--- src/rtl/dsv_pkg.sv ---
// ----------------------------------------------------------------------------
// dsv_pkg - datetime string validator shared definitions
// Error codes, parse positions and the per-position pattern tables.
// ----------------------------------------------------------------------------
package dsv_pkg;

    localparam int unsigned CHAR_W  = 8;
    localparam int unsigned POS_W   = 5;
    localparam int unsigned VAL_W   = 7;
    localparam int unsigned CNT_W   = 3;
    localparam int unsigned SCALE_W = 3;

    localparam logic [POS_W-1:0] POS_SPACES     = 5'd10;
    localparam logic [POS_W-1:0] POS_TIME_FIRST = 5'd11;
    localparam logic [POS_W-1:0] POS_TIME_LAST  = 5'd18;
    localparam logic [POS_W-1:0] POS_DOTS       = 5'd19;
    localparam logic [POS_W-1:0] POS_FRAC       = 5'd20;

    localparam logic [CNT_W-1:0]   MAX_FRAC      = 3'd6;
    localparam logic [SCALE_W-1:0] SCALE_RESET   = 3'd6;

    localparam logic [CHAR_W-1:0] CH_DASH  = 8'h2D;
    localparam logic [CHAR_W-1:0] CH_COLON = 8'h3A;
    localparam logic [CHAR_W-1:0] CH_SPACE = 8'h20;
    localparam logic [CHAR_W-1:0] CH_DOT   = 8'h2E;
    localparam logic [CHAR_W-1:0] CH_ZERO  = 8'h30;
    localparam logic [CHAR_W-1:0] CH_NINE  = 8'h39;
    localparam logic [CHAR_W-1:0] CH_DIGIT = 8'h00;  // table mark: a digit goes here

    localparam logic [VAL_W-1:0] MONTH_MAX  = 7'd12;
    localparam logic [VAL_W-1:0] DAY_MAX    = 7'd31;
    localparam logic [VAL_W-1:0] HOUR_MAX   = 7'd23;
    localparam logic [VAL_W-1:0] MINSEC_MAX = 7'd59;

    typedef enum logic [2:0] {
        ERR_OK,
        ERR_FORMAT,
        ERR_MONTH,
        ERR_DAY,
        ERR_HOUR,
        ERR_MINUTE,
        ERR_SECOND,
        ERR_FRACTION
    } dsv_err_t;

    typedef enum logic [2:0] {
        DEST_NONE,
        DEST_MONTH,
        DEST_DAY,
        DEST_HOUR,
        DEST_MINUTE,
        DEST_SECOND
    } dsv_dest_t;

    // Expected separator at a fixed-pattern position, CH_DIGIT where a digit goes.
    function automatic logic [CHAR_W-1:0] sep_at(input logic [POS_W-1:0] pos);
        logic [CHAR_W-1:0] s;
        case (pos)
            5'd4, 5'd7:   s = CH_DASH;
            5'd13, 5'd16: s = CH_COLON;
            default:      s = CH_DIGIT;
        endcase
        return s;
    endfunction

    function automatic dsv_dest_t dest_at(input logic [POS_W-1:0] pos);
        dsv_dest_t d;
        case (pos)
            5'd5, 5'd6:   d = DEST_MONTH;
            5'd8, 5'd9:   d = DEST_DAY;
            5'd11, 5'd12: d = DEST_HOUR;
            5'd14, 5'd15: d = DEST_MINUTE;
            5'd17, 5'd18: d = DEST_SECOND;
            default:      d = DEST_NONE;
        endcase
        return d;
    endfunction

    // value * 10 + digit, kept to 7 bits
    function automatic logic [VAL_W-1:0] shift_in(input logic [VAL_W-1:0] v,
                                                  input logic [3:0] d);
        logic [VAL_W+3:0] p;
        p = {4'b0, v} * 11'd10 + {7'b0, d};
        return p[VAL_W-1:0];
    endfunction

endpackage

--- src/rtl/datetime_string_validator_top.sv ---
// ----------------------------------------------------------------------------
// datetime_string_validator_top - streaming datetime string checker
// Checks YYYY-MM-DD[ ...][HH:MM:SS[...][ffffff]] one character per word.
// ----------------------------------------------------------------------------
// Usage:
//   s_ channel: one character per word, s_tlast marks the final character of
//   a string. m_ channel: one verdict word per string (is_valid, error_code).
//   cfg_ channel: writes fraction_scale (digits of fraction that may be
//   nonzero); cfg_ready is always high. Write it only while the block is idle.
// Path: a final character moves from the input register into the result
//   register, which holds the verdict shown on m_.
// Throughput: one character per cycle unless a final character waits for the
//   result register; the parse update between the input register and the
//   string state / result register is combinational. Stalls: while a verdict
//   waits in the result register, non-final characters keep flowing; a second
//   final character waits in the input register and s_tready drops until
//   m_tready takes the pending verdict. Reset: aresetn low (synchronous)
//   empties both registers, clears the string state and sets fraction_scale to 6.
// ----------------------------------------------------------------------------
module datetime_string_validator_top (
    input  logic       aclk,
    input  logic       aresetn,
    // character stream
    input  logic       s_tvalid,
    output logic       s_tready,
    input  logic [7:0] s_tdata,     // [7:0] char_in
    input  logic       s_tlast,     // last_char
    // verdict stream
    output logic       m_tvalid,
    input  logic       m_tready,
    output logic [7:0] m_tdata,     // [0] is_valid, [3:1] error_code, [7:4] zero
    // configuration
    input  logic       cfg_valid,
    output logic       cfg_ready,
    input  logic [2:0] cfg_data     // fraction_scale
);
    import dsv_pkg::*;

    // config register
    logic [SCALE_W-1:0] scale_reg;

    // input register
    logic              in_valid_reg;
    logic [CHAR_W-1:0] char_reg;
    logic              last_reg;

    // per-string state
    logic [POS_W-1:0] pos_reg,   pos_next;
    logic             fail_reg,  fail_next;
    logic [VAL_W-1:0] month_reg, month_next;
    logic [VAL_W-1:0] day_reg,   day_next;
    logic [VAL_W-1:0] hour_reg,  hour_next;
    logic [VAL_W-1:0] min_reg,   min_next;
    logic [VAL_W-1:0] sec_reg,   sec_next;
    logic [CNT_W-1:0] cnt_reg,   cnt_next;
    logic             excess_reg, excess_next;

    // result register
    logic     out_valid_reg;
    dsv_err_t code_reg;
    dsv_err_t code_next;

    logic out_free;
    logic advance;

    assign out_free  = !out_valid_reg || m_tready;
    // a final character may only move on when the result slot is free
    assign advance   = in_valid_reg && (!last_reg || out_free);
    assign s_tready  = !in_valid_reg || advance;
    assign cfg_ready = 1'b1;

    assign m_tvalid = out_valid_reg;
    assign m_tdata  = {4'b0000, code_reg, (code_reg == ERR_OK)};

    // parse one character and judge the string as it then stands
    always_comb begin
        logic              stop;
        logic              digit;
        logic [3:0]        d;
        logic [CHAR_W-1:0] sep;
        logic [CNT_W-1:0]  eff;
        logic              has_time;

        pos_next    = pos_reg;
        fail_next   = fail_reg;
        month_next  = month_reg;
        day_next    = day_reg;
        hour_next   = hour_reg;
        min_next    = min_reg;
        sec_next    = sec_reg;
        cnt_next    = cnt_reg;
        excess_next = excess_reg;
        stop        = 1'b0;
        digit       = (char_reg >= CH_ZERO) && (char_reg <= CH_NINE);
        d           = digit ? char_reg[3:0] : 4'd0;
        sep         = sep_at(pos_next);
        eff         = (scale_reg > MAX_FRAC) ? MAX_FRAC : scale_reg;

        if (!fail_reg) begin
            if (pos_next == POS_SPACES) begin
                if (char_reg == CH_SPACE) begin
                    stop = 1'b1;
                end else begin
                    pos_next = POS_TIME_FIRST;
                end
            end
            if (!stop && pos_next == POS_DOTS) begin
                if (char_reg == CH_DOT) begin
                    stop = 1'b1;
                end else begin
                    pos_next = POS_FRAC;
                end
            end
            if (!stop) begin
                if (pos_next == POS_FRAC) begin
                    if (!digit || cnt_reg >= MAX_FRAC) begin
                        fail_next = 1'b1;
                    end else begin
                        if (cnt_reg >= eff && d != 4'd0) begin
                            excess_next = 1'b1;
                        end
                        cnt_next = cnt_reg + 3'd1;
                    end
                end else if (pos_next > POS_TIME_LAST) begin
                    fail_next = 1'b1;
                end else begin
                    sep = sep_at(pos_next);
                    if (sep != CH_DIGIT) begin
                        if (char_reg != sep) begin
                            fail_next = 1'b1;
                        end else begin
                            pos_next = pos_next + 5'd1;
                        end
                    end else if (!digit) begin
                        fail_next = 1'b1;
                    end else begin
                        case (dest_at(pos_next))
                            DEST_MONTH:  month_next = shift_in(month_reg, d);
                            DEST_DAY:    day_next   = shift_in(day_reg, d);
                            DEST_HOUR:   hour_next  = shift_in(hour_reg, d);
                            DEST_MINUTE: min_next   = shift_in(min_reg, d);
                            DEST_SECOND: sec_next   = shift_in(sec_reg, d);
                            default:     ;
                        endcase
                        pos_next = pos_next + 5'd1;
                    end
                end
            end
        end

        // verdict, first failing check wins
        has_time = (pos_next >= POS_DOTS);
        if (fail_next) begin
            code_next = ERR_FORMAT;
        end else if (pos_next != POS_SPACES && pos_next < POS_DOTS) begin
            code_next = ERR_FORMAT;   // ended inside date or time
        end else if (pos_next > POS_FRAC) begin
            code_next = ERR_FORMAT;
        end else if (month_next < 7'd1 || month_next > MONTH_MAX) begin
            code_next = ERR_MONTH;
        end else if (day_next < 7'd1 || day_next > DAY_MAX) begin
            code_next = ERR_DAY;
        end else if (has_time && hour_next > HOUR_MAX) begin
            code_next = ERR_HOUR;
        end else if (has_time && min_next > MINSEC_MAX) begin
            code_next = ERR_MINUTE;
        end else if (has_time && sec_next > MINSEC_MAX) begin
            code_next = ERR_SECOND;
        end else if (has_time && excess_next) begin
            code_next = ERR_FRACTION;
        end else begin
            code_next = ERR_OK;
        end
    end

    always_ff @(posedge aclk) begin
        if (!aresetn) begin
            scale_reg     <= SCALE_RESET;
            in_valid_reg  <= 1'b0;
            out_valid_reg <= 1'b0;
            pos_reg       <= '0;
            fail_reg      <= 1'b0;
            month_reg     <= '0;
            day_reg       <= '0;
            hour_reg      <= '0;
            min_reg       <= '0;
            sec_reg       <= '0;
            cnt_reg       <= '0;
            excess_reg    <= 1'b0;
        end else begin
            if (cfg_valid && cfg_ready) begin
                scale_reg <= cfg_data;
            end

            if (s_tvalid && s_tready) begin
                in_valid_reg <= 1'b1;
                char_reg     <= s_tdata;
                last_reg     <= s_tlast;
            end else if (advance) begin
                in_valid_reg <= 1'b0;
            end

            if (advance && last_reg) begin
                out_valid_reg <= 1'b1;
                code_reg      <= code_next;
            end else if (m_tready) begin
                out_valid_reg <= 1'b0;
            end

            if (advance) begin
                if (last_reg) begin
                    // verdict given, start the next string fresh
                    pos_reg    <= '0;
                    fail_reg   <= 1'b0;
                    month_reg  <= '0;
                    day_reg    <= '0;
                    hour_reg   <= '0;
                    min_reg    <= '0;
                    sec_reg    <= '0;
                    cnt_reg    <= '0;
                    excess_reg <= 1'b0;
                end else begin
                    pos_reg    <= pos_next;
                    fail_reg   <= fail_next;
                    month_reg  <= month_next;
                    day_reg    <= day_next;
                    hour_reg   <= hour_next;
                    min_reg    <= min_next;
                    sec_reg    <= sec_next;
                    cnt_reg    <= cnt_next;
                    excess_reg <= excess_next;
                end
            end
        end
    end

    // verdict word is consistent: valid exactly when the code is ok
    a_valid_matches_code: assert property (@(posedge aclk) disable iff (!aresetn)
        m_tvalid |-> (m_tdata[0] == (m_tdata[3:1] == ERR_OK)))
        else $error("is_valid disagrees with error_code");

    // parse position never runs past the fraction digits
    a_pos_range: assert property (@(posedge aclk) disable iff (!aresetn)
        pos_reg <= POS_FRAC)
        else $error("parse position out of range");

    // at most six fraction digits are ever counted
    a_cnt_range: assert property (@(posedge aclk) disable iff (!aresetn)
        cnt_reg <= MAX_FRAC)
        else $error("fraction digit count out of range");

    // a final character clears the string state and raises a verdict
    a_last_clears: assert property (@(posedge aclk) disable iff (!aresetn)
        (advance && last_reg) |=> (pos_reg == 5'd0 && !fail_reg && out_valid_reg))
        else $error("string state not cleared after verdict");

endmodule
--- config.mk ---
export PLATFORM = sky130hd
export DESIGN_NAME = datetime_string_validator_top
export DESIGN_NICKNAME = d
export VERILOG_FILES = /design/src/rtl/dsv_pkg.sv /design/src/rtl/datetime_string_validator_top.sv
export SDC_FILE = /design/constraint.sdc
export NUM_CORES = 1
export LEC_CHECK = 0
export ABC_AREA = 1
export BUFFER_PORTS_ARGS = -buffer_cell sky130_fd_sc_hd__buf_2
export CAP_MARGIN = 25
export CORE_ASPECT_RATIO = 2
export CORE_MARGIN = 3
export CORE_UTILIZATION = 55
export CTS_CLUSTER_SIZE = 12
export DETAILED_ROUTE_END_ITERATION = 6
export GPL_ROUTABILITY_DRIVEN = 0
export PLACE_DENSITY = 0.81
export RECOVER_POWER = 50
export SLEW_MARGIN = 20
export SYNTH_ARGS = -nofsm -noshare
export SYNTH_HDL_FRONTEND = slang
export SYNTH_SLANG_ARGS = --single-unit
--- constraint.sdc ---
create_clock -name aclk -period 5.5 [get_ports aclk]
set_input_delay 1.1 -clock aclk [delete_from_list [all_inputs] [get_ports aclk]]
set_output_delay 1.1 -clock aclk [all_outputs]
set_load 0.01 [all_outputs]
After elaboration in Yosys (flattened, before gate mapping):

Memories as Yosys holds them, arrays and structs flattened.
Cells that the tools add are included.
W data, S select, Z words.

* bits in read-only memories: 96
* output and inout bits: 11
* word-level logic and storage cells: 202
* register bits: 62
* memories: 1
* input bits: 17

Memory list
* (no name shown): depth 32, bits a word 3, read ports 1, clocked after Yosys merged registers in 0, wr ports 0, RTL line dsv_pkg.sv:68 `case (pos)`

* muxes and demuxes: 103
* $add $sub $neg: 7
* reductions and logical operators: 35
* $lt $le $gt $ge: 16
* multipliers: 5
* eq/ne operators: 19

Operators by type and width (count)
* $mux W7: 40
* $mux W5: 14
* $mux W3: 16
* $add A7 B4 Y7: 5
* $mul A7 B3 Y6 const B: 5
* $mux W8: 4
* $mux W1: 25
* $eq A8 B6 Y1 const B: 2
* $eq A5 B5 Y1 const B: 3
* $gt A7 B5 Y1 const B: 2
* $gt A7 B6 Y1 const B: 2
* $lt A7 B1 Y1 const B: 2
* $pmux W6 S2: 1
* $logic_and A1 B1 Y1: 11
* $eq A5 B3 Y1 const B: 2
* $eq A5 B4 Y1 const B: 2
* $gt A5 B5 Y1 const B: 2
* $ge A8 B6 Y1 const B: 1
* $le A8 B6 Y1 const B: 1
* $ne A8 B8 Y1: 1
* $reduce_bool A8 Y1: 1
* $gt A7 B4 Y1 const B: 1
* $eq A3 B2 Y1 const B: 2
* $eq A3 B3 Y1 const B: 2
* 22 further kinds: 38

Depth between registers and ports, before layout:

* depth in word-level cells: 36
* mapped depth: 28
* depth with buffers taken out: 28

Worst setup path after synthesis:

OpenSTA, ideal clock, no wires.

* path type: register -> register
* start point: reg char_reg[6]
* end point: reg code_reg[1], data pin
* setup slack: 2.211 ns
* setup time: 0.255 ns
* period minus slack after synthesis: 3.289 ns
* buffers on the path: 0
* cell stages (with the launch flop): 19
* required time: 5.245 ns
* arrival: 3.035 ns
* cell sequence: edfxtp_1 nor2_2 nand3_1 nor2_4 clkinv_1 nor2_1 ha_1 nand3_1 nand3_1 nand2_1 nor2_1 xnor2_1 o21ai_2 nor3_2 nand2_1 nor2_2 nand2_1 a21oi_1 nor2_1

* word-level cells in the longest chain between the ends: 30

Ends and longest elaborated chain
* from (decl): RTL line datetime_string_validator_top.sv:44 `logic [CHAR_W-1:0] char_reg;`
* from (signal assigned): RTL line datetime_string_validator_top.sv:197 `char_reg <= s_tdata;`
* $eq A8 B6 Y1: RTL line datetime_string_validator_top.sv:101 `if (char_reg == CH_SPACE) begin`
* $mux W5 or $mux W1 (tied branches): RTL line datetime_string_validator_top.sv:101
* $mux W5 or $mux W1 (tied branches): RTL line datetime_string_validator_top.sv:100 `if (pos_next == POS_SPACES) begin`
* $mux W5 or $mux W1 (tied branches): RTL line datetime_string_validator_top.sv:99 `if (!fail_reg) begin`
* $eq A5 B5 Y1 or $logic_not A1 Y1 (tied branches): RTL line datetime_string_validator_top.sv:107 `if (!stop && pos_next == POS_DOTS) begin`
* $logic_and A1 B1 Y1: RTL line datetime_string_validator_top.sv:107
* $mux W5: RTL line datetime_string_validator_top.sv:107
* $mux W5: RTL line datetime_string_validator_top.sv:99
* (+14 left out)
* $mux W7 or $ge A5 B5 Y1 (tied branches): RTL line datetime_string_validator_top.sv:99, datetime_string_validator_top.sv:152
* $gt A7 B6 Y1 or $logic_and A1 B1 Y1 (tied branches): RTL line datetime_string_validator_top.sv:167, datetime_string_validator_top.sv:169
* $logic_and A1 B1 Y1 or $mux W3 (tied branches): RTL line datetime_string_validator_top.sv:167, datetime_string_validator_top.sv:169
* $mux W3: RTL line datetime_string_validator_top.sv:167 `end else if (has_time && sec_next > MINSEC_MAX) begin`
* $mux W3: RTL line datetime_string_validator_top.sv:165 `end else if (has_time && min_next > MINSEC_MAX) begin`
* $mux W3: RTL line datetime_string_validator_top.sv:163 `end else if (has_time && hour_next > HOUR_MAX) begin`
* $mux W2: RTL line datetime_string_validator_top.sv:161 `end else if (day_next < 7'd1 || day_next > DAY_MAX) begin`
* $mux W2: RTL line datetime_string_validator_top.sv:159 `end else if (month_next < 7'd1 || month_next > MONTH_MAX) begin`
* to (signal assigned): RTL line datetime_string_validator_top.sv:205 `code_reg <= code_next;`
* to (decl): RTL line datetime_string_validator_top.sv:60 `dsv_err_t code_reg;`

Parallel ways exist; a longest one is shown, timed or not. The select of a mux whose other input is x is not followed.
A chain may end at the register's enable or synchronous reset.

Worst setup path after layout:

Same ends and word-level chain as after synthesis.

==> metrics <==
outcome=complete, but fails checks; violated checks=capacitance limit; CP endpoint kind=flop; Die W=75.1 microns; Total GRT Usage=between 20% and 30%; Clock Sinks=just over 60; WL final=14,100 microns; relative slew slack=less than 1%; Post-Place Cells=between 800 and 900; post-DP HPWL=10,600 microns; Post-synth EDFFs=12; Buf/Inv on CP=1; core footprint=9140 sq um; FFs w/ async S/R, synth=0%; WP data required=5.60 ns; root buf cell=clkbuf_16; clk_skew=0.0118 ns; Hold Buf Count CTS=0; Post-synth top flop=dfxtp_1; Die H=approximately 140 microns; internal power=0.000916 W; Setup crit start=char_reg[6]$_DFFE_PP_; Rows=49; insertion delay to the later sink of the worst-skew pair=between 0.3 and 0.4 ns; Arrival @ worst endpoint=4.34 ns; slowest CP cell=nor2_1; Final Non-Filler Cells=896; TritonCTS buffer count=9; Crit path top cell by count=nor2_1; DR iter-0 viols=363; Max IR drop VDD=0.174 mV; post-layout min period=4.25 ns; final hold violations=0; hold_sp=day_reg[6]$_SDFFE_PN0P_; RSZ-0062 raised after global routing=false; Critical Setup Path Class=reg2reg; port bufs=22; Top Layer Used=met4; post_cts resized=0; Synth warnings=0; area of placed instances=5410 sq um; antenna-violating nets left=0; crit path cell chain=nor2_1, nand3_1, nor2_1, clkinv_1, nor2_1, ha_1, nand3_1, nand3_1, nand2_1, nor2_1, xnor2_1, o21ai_2, nor3_2, nand2_1, nor2_2, nand2_1, a21oi_1, nor2_1; die area=10,800 sq um; wire per inst=15.7 microns; CTS tree=done; largest net degree at the start of global routing=46; vias in the first global route=approximately 5,000; total number of vias=5,136; vias per std cell=5.73; part of the Yosys area used for sequential elements=25.9%; fraction of layout cells with a size suffix above 1=9.70%; GRT Residual Overflow=0; final setup violation count=0; setup TNS=0 ns; H-Tree Depth=3; Final Max Slew Viols=0; r2r startpoint=char_reg[6]$_DFFE_PP_; cell count after synthesis=roughly 770; Unique masters post-synth=48; global-route wire length before repair=between 20,000 and 25,000 microns; Finished Cell Area=roughly 5700 sq um; max cap viols=1; Sequential Power Share=39.8%; Initial Util=57.5%; Setup crit start kind=flop; max FFs per register=8; nets@finish=approximately 860; I/O pins=28; synthesized area=5260 sq um; fin crit share=77.2%; Max Freq=236 MHz; Syn Area/Cell=6.82 sq um; Leakage=~2.7 nW; drt drc=0; M1 WL=4700 microns; DR WL met2=7880 microns; HP Class=reg2reg; clk slew on worst S/H paths=0.06 ns; Comb pwr share=~6.3%; Syn-to-layout area delta=8.90%; Clock Path Buffers=2; Psw=0.000283 W; Sw Share=23.6%; # diodes=0; Max Fanout on Critical Path=10; Setup Fix Bufs, Post-CTS=0; largest stage delay on the critical path=around 0.83 ns; clock power share=53.9%; Crit path max-delay family=simple AND/OR/NAND/NOR gates; Power per Cell Area=209 nW/um^2; drt pass-1 iters=6; Seq cells post-synth=62; initial antenna violation count=0; pin slew with the least headroom to its limit=~1.5 ns; Detail Route met3 WL=623 microns
per-stage QoR:
stage | hold slack (ns) | util (%) | setup slack (ns) | total power (W)
after floorplan | 0.445 | - | 2.21 | 0.000540
after global placement | 0.453 | 59.2 | 1.63 | 0.000559
after detailed placement | 0.457 | 59.2 | 1.58 | 0.000562
after CTS | 0.467 | 62.9 | 1.56 | 0.00120
after global routing | 0.491 | 62.6 | 0.850 | 0.00123
final | 0.473 | 62.6 | 1.25 | 0.00120
path summary, 6_finish.rpt:
kind	end	slack, ns	depth (start not counted)
min reg2reg	day_reg[6]$_SDFFE_PN0P_	0.47	2
max	code_reg[1]$_SDFFCE_PP0P_	1.25	18
min	day_reg[6]$_SDFFE_PN0P_	0.47	2
max reg2reg	code_reg[1]$_SDFFCE_PP0P_	1.25	18
synthesized netlist by cell type, types with 2 or more instances:
master    count  area [sq um]
buf_4         6          45.0
nor2_4        3          33.8
nand2_1     197           739
o22ai_1       7          43.8
clkinv_1      2          7.51
ha_1         43           538
inv_1       106           398
nand4_1       8          50.1
dfxtp_1      50          1000
nor2_1       76           285
inv_2         9          33.8
xor2_1       15           131
o21ai_2       5          43.8
o21ai_1       9          45.0
o211ai_1      2          15.0
buf_6         2          22.5
nand3_4       2          35.0
conb_1        2          7.51
nand2_2       8          50.1
o21ai_0      23           115
fa_1         10           200
nor2_2        8          50.1
a21boi_0      2          15.0
clkbuf_1     11          41.3
edfxtp_1     12           360
nor3_1        4          20.0
a21oi_1      65           325
nand3_2       5          50.1
xnor2_1      20           175
nand2_4       2          22.5
nand3_1      40           200
kinds of logic (layout without fill, tap and decap cells):
logic type	Yosys count	after routing	share of synthesized area [%]
DFF	62	62	25.9
xor gates and xnor gates	35	35	5.83
AOI/OAI and AO/OA	119	119	12.4
adders and majority gates	53	53	14.0
and+or+nand+nor	362	362	31.1
buffers and inverters	138	158	10.6
other	2	5	0.143
layout by cell type (no fill, tap or decap), types with 2 or more instances in the layout:
cell type,netlist,layout
ha_1,43,43
conb_1,2,5
nand3_1,40,40
bufinv_16,0,2
buf_2,1,14
xnor2_1,20,20
nor2_4,3,2
xor2_1,15,15
nand3_2,5,5
a21oi_1,65,65
o21ai_1,9,9
nand2_2,8,8
nor2_2,8,7
clkinv_4,0,2
nand4_1,8,8
dfxtp_1,50,50
nand2_4,2,2
clkbuf_1,11,9
nor2_1,76,78
clkbuf_16,0,10
o21ai_0,23,23
fa_1,10,10
nor3_1,4,4
edfxtp_1,12,12
o22ai_1,7,7
nand2_1,197,197
nand3_4,2,2
clkinv_1,2,2
o21ai_2,5,5
a21boi_0,2,2
o211ai_1,2,2
inv_2,9,8
inv_1,106,107
power groups by stage:
stage	logic [W]	registers, W	clock network (W)
3_5_place_dp	0.0000751	0.000486	0
3_3_place_gp	0.0000731	0.000486	0
4_1_cts	0.0000757	0.000477	0.000646
5_1_grt	0.0000845	0.000478	0.000663
2_1_floorplan	0.0000565	0.000483	0
6_report	0.0000760	0.000477	0.000646
per-layer routing:
layer  vias up  GRT usage [%]
met1      2417           25.3
met5         -              0
li1       2481              -
met3        72           4.31
met2       166           51.7
met4         0           19.1
area by class of cell:
| cell class | count | area [sq um] |
|---|---|---|
| Multi-Input combinational cell | 574 | 3340 |
| Fill cell | 822 | 3410 |
| Inverter | 118 | 444 |
| Clock buffer | 10 | 250 |
| Sequential cell | 62 | 1360 |
| Tap cell | 102 | 128 |
| Timing Repair Buffer | 24 | 111 |
| Clock inverter | 6 | 91.3 |
worst register-to-register path, delay by kind of cell (launching register included):
kind | cells | cell delay (ns)
and+or+nand+nor | 13 | 2.44
adders and majority gates | 1 | 0.40
DFF | 1 | 0.39
buffers and inverters | 1 | 0.38
AOI/OAI and AO/OA | 2 | 0.21
xor gates and xnor gates | 1 | 0.18
Note: power is estimated with default switching activity, not from simulation.
